File: src/psl_pkg.sv
package psl_pkg;

	// Pool geometry
	localparam int NORMAL_SLOTS = 32;
	localparam int SUPER_SLOTS  = 8;
	localparam int TOTAL_SLOTS  = NORMAL_SLOTS + SUPER_SLOTS;

	// Field widths
	localparam int SLOT_W = 6;
	localparam int TYPE_W = 8;
	localparam int HND_W  = 16;

	localparam logic [SLOT_W-1:0] SUPER_FIRST = SLOT_W'(NORMAL_SLOTS);
	localparam logic [SLOT_W-1:0] HEAD_SLOT   = SLOT_W'(TOTAL_SLOTS);
	localparam logic [SLOT_W-1:0] END_MARK    = SLOT_W'(TOTAL_SLOTS + 1);

	typedef enum logic [1:0] {
		MODE_ALLOC_NORMAL,
		MODE_ALLOC_SUPER,
		MODE_KILL,
		MODE_KILL_ALL
	} mode_t;

	typedef enum logic [1:0] {
		STAT_OK,
		STAT_EMPTY,
		STAT_INACTIVE
	} status_t;

	typedef struct packed {
		mode_t             mode;
		logic [SLOT_W-1:0] current_slot;
		logic [SLOT_W-1:0] target_slot;
		logic [TYPE_W-1:0] proc_type;
		logic [HND_W-1:0]  handler;
	} req_t;

	typedef struct packed {
		logic [SLOT_W-1:0] slot;
		status_t           status;
		logic [SLOT_W-1:0] killed_count;
	} rsp_t;

	typedef enum logic [3:0] {
		ST_IDLE,
		ST_DECODE,
		ST_A_WALK,
		ST_A_RD_S,
		ST_A_RD_C,
		ST_A_WR_S,
		ST_A_WR_C,
		ST_K_WALK,
		ST_K_LINK,
		ST_K_REL,
		ST_KA_NEXT,
		ST_KA_EVAL,
		ST_KA_REL,
		ST_FINISH
	} state_t;

	// Link memory read address select
	typedef enum logic [2:0] {
		RD_HEAD,
		RD_LINK,
		RD_FREE,
		RD_CUR,
		RD_TGT,
		RD_P,
		RD_Q
	} rd_sel_t;

	// Link memory write operation
	typedef enum logic [2:0] {
		WR_NONE,
		WR_P_LINK,
		WR_CUR_P,
		WR_REL_TGT,
		WR_REL_Q
	} wr_op_t;

	// Walk pointer update
	typedef enum logic [2:0] {
		P_HOLD,
		P_HEAD,
		P_LINK,
		P_FREE,
		P_Q
	} p_op_t;

	typedef struct packed {
		logic    capture;
		rd_sel_t rd_sel;
		wr_op_t  wr_op;
		logic    info_wr;
		p_op_t   p_op;
		logic    q_load;
		logic    fh_pop;
		logic    stat_set;
		status_t stat_code;
		logic    slot_from_p;
		logic    cnt_inc;
		logic    out_load;
	} cmd_t;

	typedef struct packed {
		mode_t             mode;
		logic              fh_empty;
		logic              cur_is_head;
		logic              tgt_bad;
		logic              link_end;
		logic              link_is_cur;
		logic              link_is_tgt;
		logic              q_spared;
		logic [SLOT_W-1:0] normal_head;
		logic [SLOT_W-1:0] super_head;
	} sts_t;

	// Link value of an entry that has not been written since reset
	function automatic logic [SLOT_W-1:0] init_link(input logic [SLOT_W-1:0] a);
		logic [SLOT_W-1:0] r;
		if (a == SLOT_W'(NORMAL_SLOTS - 1) || a >= SLOT_W'(TOTAL_SLOTS - 1)) begin
			r = END_MARK;
		end else begin
			r = a + SLOT_W'(1);
		end
		return r;
	endfunction

endpackage

File: src/psl_ctrl.sv
module psl_ctrl (
	input  logic          clk,
	input  logic          arst_n,
	input  logic          req_valid,
	output logic          req_ready,
	output logic          rsp_valid,
	input  logic          rsp_ready,
	input  psl_pkg::sts_t sts,
	output psl_pkg::cmd_t cmd
);

	psl_pkg::state_t state_q;
	psl_pkg::state_t state_nx;
	logic            rsp_valid_q;
	logic            out_free;

	assign out_free  = !rsp_valid_q || rsp_ready;
	assign req_ready = (state_q == psl_pkg::ST_IDLE);
	assign rsp_valid = rsp_valid_q;

	always_ff @(posedge clk or negedge arst_n) begin
		if (!arst_n) begin
			state_q     <= psl_pkg::ST_IDLE;
			rsp_valid_q <= 1'b0;
		end else begin
			state_q <= state_nx;
			if (cmd.out_load) begin
				rsp_valid_q <= 1'b1;
			end else if (rsp_ready) begin
				rsp_valid_q <= 1'b0;
			end
		end
	end

	// Next state
	always_comb begin
		state_nx = state_q;
		case (state_q)
			psl_pkg::ST_IDLE: begin
				if (req_valid) state_nx = psl_pkg::ST_DECODE;
			end
			psl_pkg::ST_DECODE: begin
				case (sts.mode)
					psl_pkg::MODE_ALLOC_NORMAL, psl_pkg::MODE_ALLOC_SUPER: begin
						if (sts.fh_empty) state_nx = psl_pkg::ST_FINISH;
						else if (sts.cur_is_head) state_nx = psl_pkg::ST_A_RD_S;
						else state_nx = psl_pkg::ST_A_WALK;
					end
					psl_pkg::MODE_KILL: begin
						if (sts.tgt_bad) state_nx = psl_pkg::ST_FINISH;
						else state_nx = psl_pkg::ST_K_WALK;
					end
					default: state_nx = psl_pkg::ST_KA_NEXT;
				endcase
			end
			psl_pkg::ST_A_WALK: begin
				if (sts.link_end) state_nx = psl_pkg::ST_FINISH;
				else if (sts.link_is_cur) state_nx = psl_pkg::ST_A_RD_S;
			end
			psl_pkg::ST_A_RD_S: state_nx = psl_pkg::ST_A_RD_C;
			psl_pkg::ST_A_RD_C: state_nx = psl_pkg::ST_A_WR_S;
			psl_pkg::ST_A_WR_S: state_nx = psl_pkg::ST_A_WR_C;
			psl_pkg::ST_A_WR_C: state_nx = psl_pkg::ST_FINISH;
			psl_pkg::ST_K_WALK: begin
				if (sts.link_end) state_nx = psl_pkg::ST_FINISH;
				else if (sts.link_is_tgt) state_nx = psl_pkg::ST_K_LINK;
			end
			psl_pkg::ST_K_LINK: state_nx = psl_pkg::ST_K_REL;
			psl_pkg::ST_K_REL:  state_nx = psl_pkg::ST_FINISH;
			psl_pkg::ST_KA_NEXT: begin
				if (sts.link_end) state_nx = psl_pkg::ST_FINISH;
				else state_nx = psl_pkg::ST_KA_EVAL;
			end
			psl_pkg::ST_KA_EVAL: begin
				if (sts.q_spared) state_nx = psl_pkg::ST_KA_NEXT;
				else state_nx = psl_pkg::ST_KA_REL;
			end
			psl_pkg::ST_KA_REL: state_nx = psl_pkg::ST_KA_NEXT;
			psl_pkg::ST_FINISH: begin
				if (out_free) state_nx = psl_pkg::ST_IDLE;
			end
			default: state_nx = psl_pkg::ST_IDLE;
		endcase
	end

	// Commands to the datapath
	always_comb begin
		cmd.capture     = 1'b0;
		cmd.rd_sel      = psl_pkg::RD_HEAD;
		cmd.wr_op       = psl_pkg::WR_NONE;
		cmd.info_wr     = 1'b0;
		cmd.p_op        = psl_pkg::P_HOLD;
		cmd.q_load      = 1'b0;
		cmd.fh_pop      = 1'b0;
		cmd.stat_set    = 1'b0;
		cmd.stat_code   = psl_pkg::STAT_OK;
		cmd.slot_from_p = 1'b0;
		cmd.cnt_inc     = 1'b0;
		cmd.out_load    = 1'b0;
		case (state_q)
			psl_pkg::ST_IDLE: begin
				cmd.capture = req_valid;
			end
			psl_pkg::ST_DECODE: begin
				cmd.p_op = psl_pkg::P_HEAD;
				case (sts.mode)
					psl_pkg::MODE_ALLOC_NORMAL, psl_pkg::MODE_ALLOC_SUPER: begin
						if (sts.fh_empty) begin
							cmd.stat_set  = 1'b1;
							cmd.stat_code = psl_pkg::STAT_EMPTY;
						end
					end
					psl_pkg::MODE_KILL: begin
						if (sts.tgt_bad) begin
							cmd.stat_set  = 1'b1;
							cmd.stat_code = psl_pkg::STAT_INACTIVE;
						end
					end
					default: ;
				endcase
			end
			psl_pkg::ST_A_WALK: begin
				if (sts.link_end) begin
					cmd.stat_set  = 1'b1;
					cmd.stat_code = psl_pkg::STAT_INACTIVE;
				end else if (!sts.link_is_cur) begin
					cmd.rd_sel = psl_pkg::RD_LINK;
				end
			end
			psl_pkg::ST_A_RD_S: begin
				cmd.rd_sel = psl_pkg::RD_FREE;
				cmd.p_op   = psl_pkg::P_FREE;
			end
			psl_pkg::ST_A_RD_C: begin
				cmd.fh_pop = 1'b1;
				cmd.rd_sel = psl_pkg::RD_CUR;
			end
			psl_pkg::ST_A_WR_S: begin
				cmd.wr_op   = psl_pkg::WR_P_LINK;
				cmd.info_wr = 1'b1;
			end
			psl_pkg::ST_A_WR_C: begin
				cmd.wr_op       = psl_pkg::WR_CUR_P;
				cmd.slot_from_p = 1'b1;
			end
			psl_pkg::ST_K_WALK: begin
				if (sts.link_end) begin
					cmd.stat_set  = 1'b1;
					cmd.stat_code = psl_pkg::STAT_INACTIVE;
				end else if (sts.link_is_tgt) begin
					cmd.rd_sel = psl_pkg::RD_TGT;
				end else begin
					cmd.rd_sel = psl_pkg::RD_LINK;
					cmd.p_op   = psl_pkg::P_LINK;
				end
			end
			psl_pkg::ST_K_LINK: begin
				cmd.wr_op = psl_pkg::WR_P_LINK;
			end
			psl_pkg::ST_K_REL: begin
				cmd.wr_op       = psl_pkg::WR_REL_TGT;
				cmd.slot_from_p = 1'b1;
				cmd.cnt_inc     = 1'b1;
			end
			psl_pkg::ST_KA_NEXT: begin
				if (!sts.link_end) begin
					cmd.q_load = 1'b1;
					cmd.rd_sel = psl_pkg::RD_LINK;
				end
			end
			psl_pkg::ST_KA_EVAL: begin
				if (sts.q_spared) begin
					cmd.p_op   = psl_pkg::P_Q;
					cmd.rd_sel = psl_pkg::RD_Q;
				end else begin
					cmd.wr_op = psl_pkg::WR_P_LINK;
				end
			end
			psl_pkg::ST_KA_REL: begin
				cmd.wr_op   = psl_pkg::WR_REL_Q;
				cmd.cnt_inc = 1'b1;
				cmd.rd_sel  = psl_pkg::RD_P;
			end
			psl_pkg::ST_FINISH: begin
				cmd.out_load = out_free;
			end
			default: ;
		endcase
	end

endmodule

File: src/psl_dpath.sv
module psl_dpath (
	input  logic                        clk,
	input  logic                        arst_n,
	input  psl_pkg::req_t               req,
	input  logic                        cfg_we,
	input  logic [psl_pkg::TYPE_W-1:0]  cfg_data,
	input  psl_pkg::cmd_t               cmd,
	output psl_pkg::sts_t               sts,
	output psl_pkg::rsp_t               rsp
);

	localparam int SW = psl_pkg::SLOT_W;

	// Link memory: slots plus head sentinel, with a valid bit per entry so
	// unwritten entries read as their reset chain value.
	logic [SW-1:0]              link_mem [0:psl_pkg::TOTAL_SLOTS];
	logic [psl_pkg::TOTAL_SLOTS:0] link_vld_q;
	logic [psl_pkg::TYPE_W-1:0] type_mem [0:psl_pkg::TOTAL_SLOTS-1];
	logic [psl_pkg::HND_W-1:0]  hnd_mem  [0:psl_pkg::TOTAL_SLOTS-1];

	logic [SW-1:0]              link_raw_q;
	logic                       link_rvld_q;
	logic [SW-1:0]              rd_addr_q;
	logic [psl_pkg::TYPE_W-1:0] type_rd_q;

	psl_pkg::req_t              item_q;
	logic [psl_pkg::TYPE_W-1:0] prot_type_q;
	logic [SW-1:0]              nfh_q;
	logic [SW-1:0]              sfh_q;
	logic [SW-1:0]              p_q;
	logic [SW-1:0]              q_q;
	logic [SW-1:0]              res_slot_q;
	psl_pkg::status_t           res_status_q;
	logic [SW-1:0]              cnt_q;
	psl_pkg::rsp_t              rsp_q;

	logic [SW-1:0] rd_link;
	logic [SW-1:0] rd_addr;
	logic [SW-1:0] fh_sel;
	logic          sel_super;
	logic          wr_en;
	logic [SW-1:0] wr_addr;
	logic [SW-1:0] wr_data;
	logic          rel_en;
	logic [SW-1:0] rel_slot;

	assign rd_link   = link_rvld_q ? link_raw_q : psl_pkg::init_link(rd_addr_q);
	assign sel_super = (item_q.mode == psl_pkg::MODE_ALLOC_SUPER);
	assign fh_sel    = sel_super ? sfh_q : nfh_q;

	always_comb begin
		case (cmd.rd_sel)
			psl_pkg::RD_HEAD: rd_addr = psl_pkg::HEAD_SLOT;
			psl_pkg::RD_LINK: rd_addr = rd_link;
			psl_pkg::RD_FREE: rd_addr = fh_sel;
			psl_pkg::RD_CUR:  rd_addr = item_q.current_slot;
			psl_pkg::RD_TGT:  rd_addr = item_q.target_slot;
			psl_pkg::RD_P:    rd_addr = p_q;
			psl_pkg::RD_Q:    rd_addr = q_q;
			default:          rd_addr = psl_pkg::HEAD_SLOT;
		endcase
	end

	// Release target: the slot pushed back on its own free list
	assign rel_en   = (cmd.wr_op == psl_pkg::WR_REL_TGT) || (cmd.wr_op == psl_pkg::WR_REL_Q);
	assign rel_slot = (cmd.wr_op == psl_pkg::WR_REL_TGT) ? item_q.target_slot : q_q;

	always_comb begin
		wr_en   = 1'b1;
		wr_addr = p_q;
		wr_data = rd_link;
		case (cmd.wr_op)
			psl_pkg::WR_P_LINK: begin
				wr_addr = p_q;
				wr_data = rd_link;
			end
			psl_pkg::WR_CUR_P: begin
				wr_addr = item_q.current_slot;
				wr_data = p_q;
			end
			psl_pkg::WR_REL_TGT, psl_pkg::WR_REL_Q: begin
				wr_addr = rel_slot;
				wr_data = (rel_slot < psl_pkg::SUPER_FIRST) ? nfh_q : sfh_q;
			end
			default: wr_en = 1'b0;
		endcase
	end

	// Memories
	always_ff @(posedge clk) begin
		if (wr_en && wr_addr <= psl_pkg::HEAD_SLOT) begin
			link_mem[wr_addr] <= wr_data;
		end
		if (rd_addr <= psl_pkg::HEAD_SLOT) begin
			link_raw_q <= link_mem[rd_addr];
		end
		rd_addr_q <= rd_addr;
		if (cmd.info_wr && p_q < psl_pkg::HEAD_SLOT) begin
			type_mem[p_q] <= item_q.proc_type;
			hnd_mem[p_q]  <= item_q.handler;
		end
		if (rd_addr < psl_pkg::HEAD_SLOT) begin
			type_rd_q <= type_mem[rd_addr];
		end
	end

	always_ff @(posedge clk or negedge arst_n) begin
		if (!arst_n) begin
			link_vld_q  <= '0;
			link_rvld_q <= 1'b0;
		end else begin
			if (wr_en && wr_addr <= psl_pkg::HEAD_SLOT) begin
				link_vld_q[wr_addr] <= 1'b1;
			end
			link_rvld_q <= (rd_addr <= psl_pkg::HEAD_SLOT) ? link_vld_q[rd_addr] : 1'b0;
		end
	end

	// Free list heads and configuration
	always_ff @(posedge clk or negedge arst_n) begin
		if (!arst_n) begin
			nfh_q       <= '0;
			sfh_q       <= psl_pkg::SUPER_FIRST;
			prot_type_q <= '0;
		end else begin
			if (cfg_we) prot_type_q <= cfg_data;
			if (cmd.fh_pop) begin
				if (sel_super) sfh_q <= rd_link;
				else nfh_q <= rd_link;
			end else if (rel_en) begin
				if (rel_slot < psl_pkg::SUPER_FIRST) nfh_q <= rel_slot;
				else sfh_q <= rel_slot;
			end
		end
	end

	// Item, walk pointers and result
	always_ff @(posedge clk) begin
		if (cmd.capture) begin
			item_q       <= req;
			res_slot_q   <= '0;
			res_status_q <= psl_pkg::STAT_OK;
			cnt_q        <= '0;
		end else begin
			if (cmd.stat_set) res_status_q <= cmd.stat_code;
			if (cmd.slot_from_p) res_slot_q <= p_q;
			if (cmd.cnt_inc) cnt_q <= cnt_q + SW'(1);
		end
		case (cmd.p_op)
			psl_pkg::P_HEAD: p_q <= psl_pkg::HEAD_SLOT;
			psl_pkg::P_LINK: p_q <= rd_link;
			psl_pkg::P_FREE: p_q <= fh_sel;
			psl_pkg::P_Q:    p_q <= q_q;
			default:         p_q <= p_q;
		endcase
		if (cmd.q_load) q_q <= rd_link;
		if (cmd.out_load) begin
			rsp_q.slot         <= res_slot_q;
			rsp_q.status       <= res_status_q;
			rsp_q.killed_count <= cnt_q;
		end
	end

	assign rsp = rsp_q;

	assign sts.mode        = item_q.mode;
	assign sts.fh_empty    = (fh_sel >= psl_pkg::HEAD_SLOT);
	assign sts.cur_is_head = (item_q.current_slot == psl_pkg::HEAD_SLOT);
	assign sts.tgt_bad     = (item_q.target_slot >= psl_pkg::HEAD_SLOT);
	assign sts.link_end    = (rd_link >= psl_pkg::HEAD_SLOT);
	assign sts.link_is_cur = (rd_link == item_q.current_slot);
	assign sts.link_is_tgt = (rd_link == item_q.target_slot);
	assign sts.q_spared    = (q_q == item_q.current_slot) || (type_rd_q == prot_type_q);
	assign sts.normal_head = nfh_q;
	assign sts.super_head  = sfh_q;

endmodule

File: src/process_slot_list_manager_core.sv
// Process slot list manager. Keeps 32 normal and 8 super process slots on
// singly linked lists: one free list per kind and one active list that
// starts at the head sentinel (slot 40). Each accepted item is an allocate,
// a kill or a kill-all and gives exactly one result item. All links live in
// a link memory with one registered read port and one write port, so a list
// is walked one step at a time. An allocate walks the active list up to the
// current slot (no walk when the current slot is the head); a kill walks to
// the target; a kill-all visits every slot in turn and spares or removes it;
// an empty pool or an out-of-range target ends the item without a walk. One
// item is worked on at a time; a finished result waits in the output
// register while the next item is taken. No clearing pass after reset:
// per-entry valid bits make the link memory read its initial free chains
// straight away.
module process_slot_list_manager_core (
	input  logic                       clk,
	input  logic                       arst_n,
	// item in
	input  logic                       req_valid,
	output logic                       req_ready,
	input  psl_pkg::req_t              req,
	// result out
	output logic                       rsp_valid,
	input  logic                       rsp_ready,
	output psl_pkg::rsp_t              rsp,
	// protected type register write
	input  logic                       cfg_valid,
	output logic                       cfg_ready,
	input  logic [psl_pkg::TYPE_W-1:0] cfg_data
);

	psl_pkg::cmd_t cmd;
	psl_pkg::sts_t sts;

	// the register takes a write in any cycle
	assign cfg_ready = 1'b1;

	// sequencer: walks, links, unlinks and releases, one list step at a time
	psl_ctrl u_ctrl (
		.clk       (clk),
		.arst_n    (arst_n),
		.req_valid (req_valid),
		.req_ready (req_ready),
		.rsp_valid (rsp_valid),
		.rsp_ready (rsp_ready),
		.sts       (sts),
		.cmd       (cmd)
	);

	// link/type memories, free heads, walk pointers, result register
	psl_dpath u_dpath (
		.clk      (clk),
		.arst_n   (arst_n),
		.req      (req),
		.cfg_we   (cfg_valid),
		.cfg_data (cfg_data),
		.cmd      (cmd),
		.sts      (sts),
		.rsp      (rsp)
	);

	// free heads always point into their own pool or hold the end mark
	assert property (@(posedge clk) disable iff (!arst_n)
		(sts.normal_head < psl_pkg::SUPER_FIRST || sts.normal_head == psl_pkg::END_MARK) &&
		((sts.super_head >= psl_pkg::SUPER_FIRST && sts.super_head < psl_pkg::HEAD_SLOT) ||
		sts.super_head == psl_pkg::END_MARK))
		else $error("free list head out of its pool");

	// one item in flight: after an accept the input side closes
	assert property (@(posedge clk) disable iff (!arst_n)
		(req_valid && req_ready) |=> !req_ready)
		else $error("item accepted while another is in flight");

	// an error result carries no slot and no removals
	assert property (@(posedge clk) disable iff (!arst_n)
		(rsp_valid && rsp.status != psl_pkg::STAT_OK) |-> (rsp.slot == '0 && rsp.killed_count == '0))
		else $error("error result with slot or count set");

	// a new result is only shown when the sequencer loaded it
	assert property (@(posedge clk) disable iff (!arst_n)
		$rose(rsp_valid) |-> $past(cmd.out_load))
		else $error("result valid without a load");

endmodule
File: config.mk
export PLATFORM = sky130hd
export DESIGN_NAME = process_slot_list_manager_core
export DESIGN_NICKNAME = d
export VERILOG_FILES = /design/src/psl_pkg.sv /design/src/psl_ctrl.sv /design/src/psl_dpath.sv /design/src/process_slot_list_manager_core.sv
export SDC_FILE = /design/constraint.sdc
export NUM_CORES = 1
export LEC_CHECK = 0
export BUFFER_PORTS_ARGS = -buffer_cell sky130_fd_sc_hd__buf_2
export CAP_MARGIN = 20
export CORE_MARGIN = 3
export CORE_UTILIZATION = 54
export CTS_CLUSTER_DIAMETER = 150
export CTS_CLUSTER_SIZE = 10
export DETAILED_ROUTE_END_ITERATION = 8
export PLACE_DENSITY_LB_ADDON = 0.05
export SYNTH_ARGS = -nofsm -noshare
export SYNTH_HDL_FRONTEND = slang
export SYNTH_SLANG_ARGS = --single-unit
File: constraint.sdc
create_clock -name clk -period 3.85 [get_ports clk]
set_clock_uncertainty 0.05 [all_clocks]
set_input_delay 0.1925 -clock clk [delete_from_list [all_inputs] [get_ports clk]]
set_output_delay 0.1925 -clock clk [all_outputs]
set_load 0.005 [all_outputs]
* After elaboration in Yosys (flattened, before gate mapping)
Memory sizes are Yosys's and may differ from the RTL's. A register that Yosys moved wholly into a read port is not among the register bits.
Index checks and enable logic that the tools add are counted.
** Storage, ports and cells
- Bits in registers :: 135
- Bits in writable memories :: 566
- Input bits :: 51
- Output and inout port bits :: 17
- Memories :: 2
** Cells by class
- Add/subtract/negate cells :: 2
- Order comparisons :: 12
- Equal/unequal tests :: 42
- Muxes and demuxes :: 68
- Bitwise operators :: 1
- Reduce and logical (&&, ||, !) cells :: 24
** Memory list
- u_dpath.type_mem :: depth 40, bits a word 8, read ports 1, clocked after Yosys merged registers in 1, write ports 1, RTL line psl_dpath.sv:18 : logic [psl_pkg::TYPE_W-1:0] type_mem [0:psl_pkg::TOTAL_SLOTS-1];
- u_dpath.link_mem :: depth 41, bits a word 6, read ports 1, clocked after Yosys merged registers in 1, write ports 1, RTL line psl_dpath.sv:16 : logic [SW-1:0] link_mem [0:psl_pkg::TOTAL_SLOTS];
** Operators by type and width (number)
- 6-bit 2-to-1 mux :: 13
- 4-bit one-hot mux with 13 select lines :: 1
- 41-bit bitwise OR :: 1
- 6-bit one-hot mux with 6 select lines :: 1
- 4-bit 2-to-1 mux :: 8
- 3-bit 2-to-1 mux :: 10
- 4-bit equality test (second input constant) :: 6
- 6-bit greater-or-equal comparator (second input constant) :: 4
- 6-bit one-hot mux with 2 select lines :: 2
- 6-bit one-hot mux with 4 select lines :: 1
- 1-bit 2-to-1 mux :: 23
- 3-bit one-hot mux with 7 select lines :: 1
- 3-bit by 2-bit equality test with 1-bit output (second input constant) :: 6
- 6-bit equality test :: 3
- 6-bit < comparator (second input constant) :: 3
- 4-bit by 3-bit equality test with 1-bit output (second input constant) :: 4
- 3-bit equality test (second input constant) :: 5
- 3-bit one-hot mux with 5 select lines :: 1
- 6-bit by 7-bit < comparator with 1-bit output (second input constant) :: 2
- 6-bit by 1-bit adder with 6-bit output (second input constant) :: 2
- 6-bit <= comparator (second input constant) :: 2
- 3-bit one-hot mux with 2 select lines :: 2
- 3-bit one-hot mux with 4 select lines :: 1
- 2-bit OR reduction :: 6
- 27 further kinds :: 41

* Logic depth before layout (Yosys ltp)
Gate-level depths: netlist (run 1).
- Depth in word-level cells :: 13
- Gate-level depth with buffers :: 19
- Mapped depth without buffers :: 15

* By module
From an unflattened synthesis (run 1), not the netlist that was laid out.
** Unflattened totals
- Cell total of the unflattened synthesis :: 2340
- Area, all modules :: 30747.0 um^2
** Modules (own cells, without submodules)
- psl_dpath :: instances 1, cells each 2243, area an instance 30071.3 um^2
- psl_ctrl :: instances 1, cells each 95, area an instance 664.4 um^2
- process_slot_list_manager_core :: instances 1, cells each 2, area an instance 11.3 um^2

* Worst setup path before layout (run 1)
OpenSTA, ideal clock, no wires.
- Path kind :: register to register
- Start point :: reg u_dpath.rd_addr_q[0]
- End point :: reg u_dpath.link_raw_q[3] (read register of u_dpath.link_mem) (data pin)
- Setup time :: 0.190 ns
- Data arrival time :: 3.865 ns
- Setup slack :: -0.255 ns
- Cell stages (with the launch flop) :: 16
- Path buffers :: 1
- Period minus slack after synthesis :: 4.105 ns
- Path through :: dfxtp_1 > ha_1 > nand4_1 > nand3_1 > o22a_2 > a2111oi_4 > a41oi_4 > or3_1 > a31oi_4 > inv_2 > buf_4 > mux2i_1 > mux2i_1 > nor3_1 > or4_1 > a2111oi_2
** On the way
- Word-level cells in the longest chain between the ends :: 11
- Elaborated cells between the ends (all ways) :: 23
** RTL lines
- start: declaration :: RTL line psl_dpath.sv:23 : logic [SW-1:0] rd_addr_q;
- start signal: assignment :: RTL line psl_dpath.sv:97 : rd_addr_q <= rd_addr;
- 6-bit greater-or-equal comparator / 6-bit by 5-bit equality test with 1-bit output (equally long branches) :: RTL line psl_pkg.sv:121 : if (a == SLOT_W'(NORMAL_SLOTS - 1) || a >= SLOT_W'(TOTAL_SLOTS - 1)) begin
- 1-bit logical OR :: RTL line psl_pkg.sv:121
- 6-bit 2-to-1 mux * :: RTL line psl_pkg.sv:121
- 6-bit 2-to-1 mux * :: RTL line psl_dpath.sv:47 : assign rd_link = link_rvld_q ? link_raw_q : psl_pkg::init_link(rd_addr_q);
- via u_dpath.rd_link[3] :: RTL line psl_dpath.sv:37 : logic [SW-1:0] rd_link;
- branches (longest 5 deep; another with 6-bit greater-or-equal comparator)
- 6-bit one-hot mux with 6 select lines * :: RTL line psl_dpath.sv:52 : case (cmd.rd_sel)
- 6-bit <= comparator :: RTL line psl_dpath.sv:94 : if (rd_addr <= psl_pkg::HEAD_SLOT) begin
- end: declaration :: RTL line psl_dpath.sv:21 : logic [SW-1:0] link_raw_q;
Mark *: on every way through the listed nets, which the timed path passes.
A chain may end at the register's enable or synchronous reset.

* Final worst setup path (run 1)
- Start point :: reg u_dpath.link_rvld_q
- End point :: reg u_dpath.link_raw_q[5] (read register of u_dpath.link_mem) (data pin)
** On the way
- Word-level cells in the longest chain between the ends :: 8
- Elaborated cells between the ends (all ways) :: 18
** RTL lines
- start: declaration :: RTL line psl_dpath.sv:22 : logic link_rvld_q;
- start signal: assignment :: RTL line psl_dpath.sv:115 : link_rvld_q <= (rd_addr <= psl_pkg::HEAD_SLOT) ? link_vld_q[rd_addr] : 1'b0;
- 6-bit 2-to-1 mux * :: RTL line psl_dpath.sv:47
- branches (longest 5 deep; another with 6-bit greater-or-equal comparator)
- 6-bit one-hot mux with 6 select lines * :: RTL line psl_dpath.sv:52
- 6-bit <= comparator :: RTL line psl_dpath.sv:94
Every way passes the cells marked *.

==> results of run 1 <==
-- sequential cells by signal, summed over array words and instances (netlist names), 2 cells and up --
signal / flops
u_dpath.cnt_q: 6
u_ctrl.state_q: 4
u_dpath.sts: 2
u_dpath.link_mem: 246
u_dpath.p_q: 6
u_dpath.nfh_q: 6
u_dpath.type_rd_q: 8
u_dpath.sfh_q: 6
u_dpath.rd_addr_q: 6
u_dpath.res_status_q: 2
u_dpath.type_mem: 320
u_dpath.res_slot_q: 6
u_dpath.item_q: 20
u_dpath.prot_type_q: 8
u_dpath.link_raw_q: 6
u_dpath.q_q: 6
u_dpath.link_vld_q: 41
u_dpath.rsp: 14
-- synth_stat cells, types with 16 or more instances --
library cell / instances / area share (%)
mux2_2: 34 / 1.3
o22ai_1: 18 / 0.38
clkbuf_1: 59 / 0.74
nor3_1: 16 / 0.27
nand2_1: 503 / 6.3
edfxtp_1: 628 / 63
dfxtp_1: 20 / 1.3
a21o_1: 19 / 0.48
and3_1: 36 / 0.75
o21ai_0: 54 / 0.90
xnor2_1: 19 / 0.56
a32oi_1: 19 / 0.56
mux2i_1: 51 / 1.7
dfrtp_1: 66 / 5.5
nor2_1: 130 / 1.6
buf_2: 51 / 0.85
buf_1: 17 / 0.21
nor2b_1: 16 / 0.33
a31oi_1: 34 / 0.71
a221oi_1: 23 / 0.67
or2_2: 44 / 0.92
a21oi_1: 142 / 2.4
nand3_1: 137 / 2.3
-- path summary, 6_finish.rpt --
path                                          endpoint  slack, ns  cells past startpoint                    start
worst min-delay path                u_dpath.item_q[31]       0.23                      2                  req[31]
worst max-delay path             u_dpath.link_raw_q[5]      -0.50                     14      u_dpath.link_rvld_q
max in group asynchronous       u_dpath.link_vld_q[19]       2.82                      2                   arst_n
worst max register to register   u_dpath.link_raw_q[5]      -0.50                     14      u_dpath.link_rvld_q
min in group asynchronous             u_dpath.nfh_q[2]       0.24                      2                   arst_n
worst min register to register          u_dpath.rsp[6]       0.39                      0  u_dpath.res_status_q[0]
-- stage by stage --
step | cells | setup TNS (ns) | setup slack [ns] | instance area [sq um]
global route | 3548 | -8.48 | -0.644 | 37800
detailed placement | 3319 | -11.82 | -0.944 | 33100
global placement | 3319 | -11.30 | -0.877 | 33100
floorplan | 2365 | -0.632 | -0.0772 | 30000
CTS | 3531 | -4.92 | -0.483 | 37200
finish | 3548 | -5.90 | -0.504 | 37800
-- worst max-delay path, cell delays in order, from the launching register on --
cell and delay, ns:
dfrtp_1 0.42, mux2i_4 0.24, a2111oi_4 0.30, o211ai_1 0.20
a2111oi_4 0.30, a41oi_4 0.21, nor3_4 0.38, nor2_4 0.08
buf_6 0.14, a21oi_4 0.26, buf_12 0.19, mux2i_1 0.27
o21ai_1 0.11, or4_4 0.57, a2111oi_4 0.43
-- report_power, final --
part           switching, mW  internal (mW)  leakage [nW]
clock                   2.98           3.96          1.12
combinational           9.72           6.87          6.06
sequential             0.472           10.2          6.70
-- cell type report --
class                   instances  area [sq um]
repair inverters                2          27.5
flip-flops and latches        715         20900
well taps                     739           925
repair buffers                441          4060
fillers                      3782         16500
multi-input cells            1499          9430
inverters                      19          97.6
clock inverters                 7           136
clock buffers                 126          2220
-- cell families after synthesis --
group / share of synthesized area [%]
other: 0.0125
multiplexers: 2.98
buffers and inverters: 2.19
flip-flops: 69.9
AO/OA/AOI/OAI: 9.61
AND/OR/NAND/NOR: 14.4
adder cells (fa/ha/maj): 0.0835
XOR/XNOR: 0.790
-- routing by layer --
metal	vias up	track usage, %	share of wire [%]
met4	0	11.6	3.9
met2	904	49.9	49
li1	9574	-	-
met3	188	4.72	7.5
met5	-	0	0
met1	10675	40.2	40
-- what timing repair did --
action                     CTS  global route
setup buffers               28            15
hold buffers                41             0
gates cloned                11             3
gates resized for setup    182            97
pin swaps                   49            39
setup endpoints to repair   36           180
hold endpoints to repair   100             0
-- cell usage in the layout, fill, tap and decap left out, types with 15 or more instances in the layout --
| cell | netlist | layout |
|---|---|---|
| buf_12 | 0 | 29 |
| buf_4 | 2 | 280 |
| clkbuf_16 | 0 | 85 |
| a221oi_2 | 0 | 15 |
| a21oi_2 | 1 | 31 |
| nor2_1 | 130 | 127 |
| a21oi_1 | 142 | 110 |
| dlygate4sd3_1 | 0 | 41 |
| clkbuf_1 | 59 | 44 |
| xnor2_1 | 19 | 17 |
| or2_2 | 44 | 44 |
| nand2_1 | 503 | 498 |
| nor2b_1 | 16 | 15 |
| a31oi_1 | 34 | 21 |
| o21ai_0 | 54 | 31 |
| dfrtp_1 | 66 | 66 |
| edfxtp_1 | 628 | 628 |
| nand3_1 | 137 | 130 |
| mux2_2 | 34 | 34 |
| buf_6 | 2 | 24 |
| buf_2 | 51 | 49 |
| a21o_1 | 19 | 19 |
| and3_1 | 36 | 35 |
| mux2i_1 | 51 | 40 |
| dfxtp_1 | 20 | 15 |
==> results.md, run 1 <==
- Result of the run: complete, but fails checks
- Violations in the final reports: negative setup slack
- WP data required: about 4.2 ns
- Share of synthesized area occupied by flip-flops and latches: between 60% and 70%
- Maximum number of pins on one net before global-route repair: 68
- Slew margin rel.: 27.9%
- Count of final hold-check violations: 0
- Power density normalized to cell area: roughly 900 mW/mm^2
- Setup repair after global routing missed its margin: yes
- Total count of max-transition violations in the final report: 0
- Layout-stage area growth over the synthesis result: 26.3%
- Number of register bits inferred by synthesis: about 700
- Number of H-tree branching levels: 3
- NumNets Final: ~2,800
- Die extent in x: 241 um
- Layout cell share with drive strength beyond 1: 27.1%
- Starting DRT DRC Count: between 2,000 and 2,500
- Total nets after synthesis: 2,418
- Overall routing resource usage: roughly 30%
- Final critical-path share of the clock period: 113%
- Via count: 21,341
- Insertion delay of the later-clocked pin in the worst-skew pair: 0.63 ns
- Number of design rule violations left after detail routing: 0
- Post-Route WL: 86,600 um
- Synth Warn #: 0
- Sort of element at the end of the critical path: flip-flop
- Worst IR drop on VDD: slightly below 0.8 mV
- Number of max-cap violations: 0
- Number of setup violations in the final report: 15
- Total power: 34.2 mW
- Number of antenna repair diodes: 0
- Core area: 0.0543 sq mm
- CP startpoint kind: flip-flop
- CP max FO: 9
- Share of flip-flops with an asynchronous set or reset: under 10%
- Worst Path Class, Setup: flip-flop to flip-flop
- Worst slew pin tran: 1.08 ns
- Maximum clock rate: 0.230 GHz
- Last weighted congestion value of the routability-driven placer: 0.936
- Final critical-path required period: 4.35 ns
- Post-route setup slack: -0.504 ns
- Starting utilization of the core area: 55.1%
- Area of the die: 0.0583 sq mm
- Post-DRT Antenna Nets: 0
- Synthesized area per cell: about 13 sq um
- Fin util: a little over two thirds
- Initial antenna violation count: 0
- Post-detail-place hpwl: 54,400 um
- Vias per cell: 6.01
- Clk Tree Root Cell: clkbuf_16
- Worst hold path type: input port to flip-flop
- Number of standard-cell rows in the floorplan: 85
- Buffer depth of the longest clock path: 3
- Static power due to leakage: between 10 and 15 nW
- Post-synthesis cell area: roughly 0.03 sq mm
- Routed wirelength normalized by instance count: 24.4 um
- Count of flip-flops with a built-in enable after synthesis: 628
- # port buffers: 50
- Wire length of the first global-routing pass: 131,000 um
- Data arrival time at the worst-slack endpoint: 4.72 ns
- I/O pin count: just under 70
- Number of global-route vias before repair: around 21,000
- Detailed-router iteration count before antenna repair: 5
- Height of the die: 241 um
- Count of mapped cells out of synthesis: 2,365
- Clock-pin slew reported for the worst setup and hold paths after clock tree synthesis: approximately 0.060 ns
- Netlist cell types: 80
- Min Hold Slack: 0.231 ns
- Number of sinks driven by the clock tree: 715
- Global route total overflow: 0
- Number of buffers inserted during clock tree synthesis: roughly 80
- TritonCTS clock tree: built
- Most used flip-flop cell after synthesis: edfxtp_1
Note: power is estimated with default switching activity, not from simulation.
==> inputs of run 2 (changes only) <==
--- a/config.mk
+++ b/config.mk
@@ -7,9 +7,10 @@
 export LEC_CHECK = 0
 export BUFFER_PORTS_ARGS = -buffer_cell sky130_fd_sc_hd__buf_2
 export CAP_MARGIN = 20
+export CORE_ASPECT_RATIO = 0.6
 export CORE_MARGIN = 3
 export CORE_UTILIZATION = 54
-export CTS_CLUSTER_DIAMETER = 150
+export CTS_CLUSTER_DIAMETER = 40
 export CTS_CLUSTER_SIZE = 10
 export DETAILED_ROUTE_END_ITERATION = 8
 export PLACE_DENSITY_LB_ADDON = 0.05
==> run 2 against run 1 <==
The run still ends with negative setup slack left. Die area rose by 0.16%. Sequential power barely moved. Maximum frequency fell by 0.25%. Critical path depth rose by 1. Highest routed layer unchanged.
==> results.md, run 2 (synthesis gave the netlist of run 1 again) <==
- Number of setup violations in the final report: 15 (unchanged)
- Biggest regs: u_dpath.type_mem: 320 flops, u_dpath.link_mem: 246 flops, u_dpath.link_vld_q: 41 flops (unchanged)
- # port buffers: 50 (unchanged)
- Min Hold Slack: 0.197 ns (was 0.231 ns)
- WP data required: 4.24 ns (was 4.21 ns)
- Worst slew pin tran: 1.07 ns (was 1.08 ns)
- Maximum clock rate: 0.229 GHz (was 0.230 GHz)
- Insertion delay of the later-clocked pin in the worst-skew pair: 0.65 ns (was 0.63 ns)
- Initial antenna violation count: 1 (was 0)
- Final non-filler cell area: 0.0375 sq mm (was 0.0378 sq mm)
- Wire length of the first global-routing pass: 135,000 um (was 131,000 um)
- Number of buffers and inverters on the critical path: 3 (was 2)
- Commonest non-fill, non-tap cell in the layout: edfxtp_1 (unchanged)
- Layout cell share with drive strength beyond 1: 25.4% (was 27.1%)
- Area taken by flip-flops and latches: 0.0209 sq mm (about the same)
- Number of H-tree branching levels: 3 (unchanged)
- Post-detail-place hpwl: 61,000 um (was 54,400 um)
- Commonest non-fill, non-tap cells in the layout: edfxtp_1 (628), nand2_1 (494), buf_4 (316) (was edfxtp_1 (628), nand2_1 (498), buf_4 (280))
- Layout-stage area growth over the synthesis result: 25.2% (was 26.3%)
- Via count: 21,913 (was 21,341)
- Count of final hold-check violations: 0 (unchanged)
- Largest register by flop count: u_dpath.type_mem (unchanged)
- CP max FO: 21 (was 9)
- CP delay by family, top: compound AO/OA/AOI/OAI gates (unchanged)
- Sort of element at the end of the critical path: flip-flop (unchanged)
- Height of the die: 188 um (was 241 um)
- CP startpoint kind: flip-flop (unchanged)
- CP max stage delay: 0.57 ns (about the same)
- Static power due to leakage: 13.9 nW (about the same)
- Starting DRT DRC Count: 3,248 (was 2,151)
- Final std cells w/o fill: 3,547 (was 3,548)
- I/O pin count: 68 (unchanged)
- TritonCTS clock tree: built (unchanged)
- Sequence of cells on the critical path: nor2b_4 > a2111oi_2 > o211ai_1 > a2111oi_4 > a41oi_4 > or3_4 > a31oi_4 > buf_12 > inv_12 > buf_12 > mux2i_1 > mux2i_1 > o21ai_1 > or4_4 > a2111oi_4 (was mux2i_4 > a2111oi_4 > o211ai_1 > a2111oi_4 > a41oi_4 > nor3_4 > nor2_4 > buf_6 > a21oi_4 > buf_12 > mux2i_1 > o21ai_1 > or4_4 > a2111oi_4)
- Violations in the final reports: negative setup slack (unchanged)
- Last weighted congestion value of the routability-driven placer: 0.948 (was 0.936)
- Area of the die: 0.0584 sq mm (was 0.0583 sq mm)
- Slowest cell on crit path: or4_4 (unchanged)
- Number of filler cells placed in the layout: 3,904 (was 3,782)
- Final critical-path share of the clock period: 113% (about the same)
- Clock-pin slew reported for the worst setup and hold paths after clock tree synthesis: 0.05 ns (was 0.06 ns)
- Number of sinks driven by the clock tree: 715 (unchanged)
- Final critical-path required period: 4.36 ns (was 4.35 ns)
- Number of max-cap violations: 0 (unchanged)
- Global route total overflow: 0 (unchanged)
- Overall routing resource usage: 31.5% (was 30.0%)
- Die extent in x: 310 um (was 241 um)
- Worst hold path type: input port to asynchronous set/reset pin (was input port to flip-flop)
- Post-DRT Antenna Nets: 0 (unchanged)
- NumNets Final: 2,829 (was 2,812)
- Clk Tree Root Cell: clkbuf_16 (unchanged)
- Buffer depth of the longest clock path: 3 (unchanged)
- Result of the run: complete, but fails checks (unchanged)
- Maximum number of pins on one net before global-route repair: 68 (unchanged)
- Total count of max-transition violations in the final report: 0 (unchanged)
- Post-route setup slack: -0.515 ns (was -0.504 ns)
- Power density normalized to cell area: 910 mW/mm^2 (was 904 mW/mm^2)
- Number of design rule violations left after detail routing: 0 (unchanged)
- Routed wirelength normalized by instance count: 25.9 um (was 24.4 um)
- Final total negative setup slack: -6.07 ns (was -5.90 ns)
- Placed Area: 0.0334 sq mm (was 0.0331 sq mm)
- Number of buffers inserted during clock tree synthesis: 86 (was 81)
- Total power: 34.1 mW (was 34.2 mW)
- Flip-flop count of the largest register, all copies and words added: 320 (unchanged)
- Data arrival time at the worst-slack endpoint: 4.76 ns (was 4.72 ns)
- Number of standard-cell rows in the floorplan: 66 (was 85)
- Starting utilization of the core area: 54.9% (was 55.1%)
- Setup repair after global routing missed its margin: yes (unchanged)
- Fin util: 68.8% (was 69.6%)
- Number of antenna repair diodes: 0 (unchanged)
- Slew margin rel.: 28.5% (was 27.9%)
- Pre-CTS worst setup slack: -0.981 ns (was -0.944 ns)
- Multi-input gate area: 0.00900 sq mm (was 0.00943 sq mm)
- Cells after DPL: 3,335 (was 3,319)
- Vias per cell: 6.18 (was 6.01)
- Post-Route WL: 92,000 um (was 86,600 um)
- Worst Path Class, Setup: flip-flop to flip-flop (unchanged)
- Detailed-router iteration count before antenna repair: 6 (was 5)
- Core area: 0.0545 sq mm (was 0.0543 sq mm)
- Worst IR drop on VDD: 0.579 mV (was 0.771 mV)
- Number of global-route vias before repair: 20,717 (was 21,307)
[run 2: changes by cell type in the layout (fill, tap and decap cells not counted), moves of 9 or more]
cell     before  now
a21oi_1     110  134
a21oi_2      31    8
buf_4       280  316
buf_6        24   11
mux2i_1      40   50
o21ai_0      31   42
o21ai_2      11    2
[run 2: metal layers]
layer,global-route usage (%),vias to the layer above,part of all wire [%],routed length [um]
li1,-,9648,-,-
met1,52.6,10895,46,42400
met2,39.7,1256,39,35700
met3,9.49,114,13,12400
met4,6.78,0,1.6,1430
met5,0,-,0,0
[run 2: layout make-up]
cell class                 count  area share, %
clock buffer                 129           6.31
clock inverter                16          0.564
inverter                      19          0.244
multi-input combinational   1499           24.0
sequential                   715           55.9
tap                          714           2.38
timing repair buffer         455           10.6
[run 2: worst paths after layout]
path | startpoint | end | slack (ns) | cells past startpoint
max reg2reg | u_dpath.link_raw_q[2] | u_dpath.link_raw_q[5] | -0.51 | 15
min in group clk | req[17] | u_dpath.item_q[17] | 0.21 | 2
min reg2reg | u_dpath.res_slot_q[2] | u_dpath.rsp[10] | 0.38 | 0
max in group asynchronous | arst_n | u_dpath.link_rvld_q | 2.74 | 2
min | arst_n | u_dpath.prot_type_q[3] | 0.20 | 2
max | u_dpath.link_raw_q[2] | u_dpath.link_raw_q[5] | -0.51 | 15
[run 2: power breakdown]
| group | switching [mW] | internal (mW) | leakage (nW) | total (mW) |
|---|---|---|---|---|
| sequential | 0.503 | 10.2 | 6.70 | 10.7 |
| clock | 3.09 | 4.38 | 1.23 | 7.47 |
| combinational | 9.80 | 6.18 | 6.01 | 16.0 |
[run 2: timing repair]
item | CTS | global route
setup buffers | 14 | 5
resized for setup | 107 | 47
hold endpoints to repair | 100 | 0
pin swaps | 19 | 8
hold buffers | 41 | 0
endpoints found under the setup margin | 30 | 303
cloned | 4 | 4
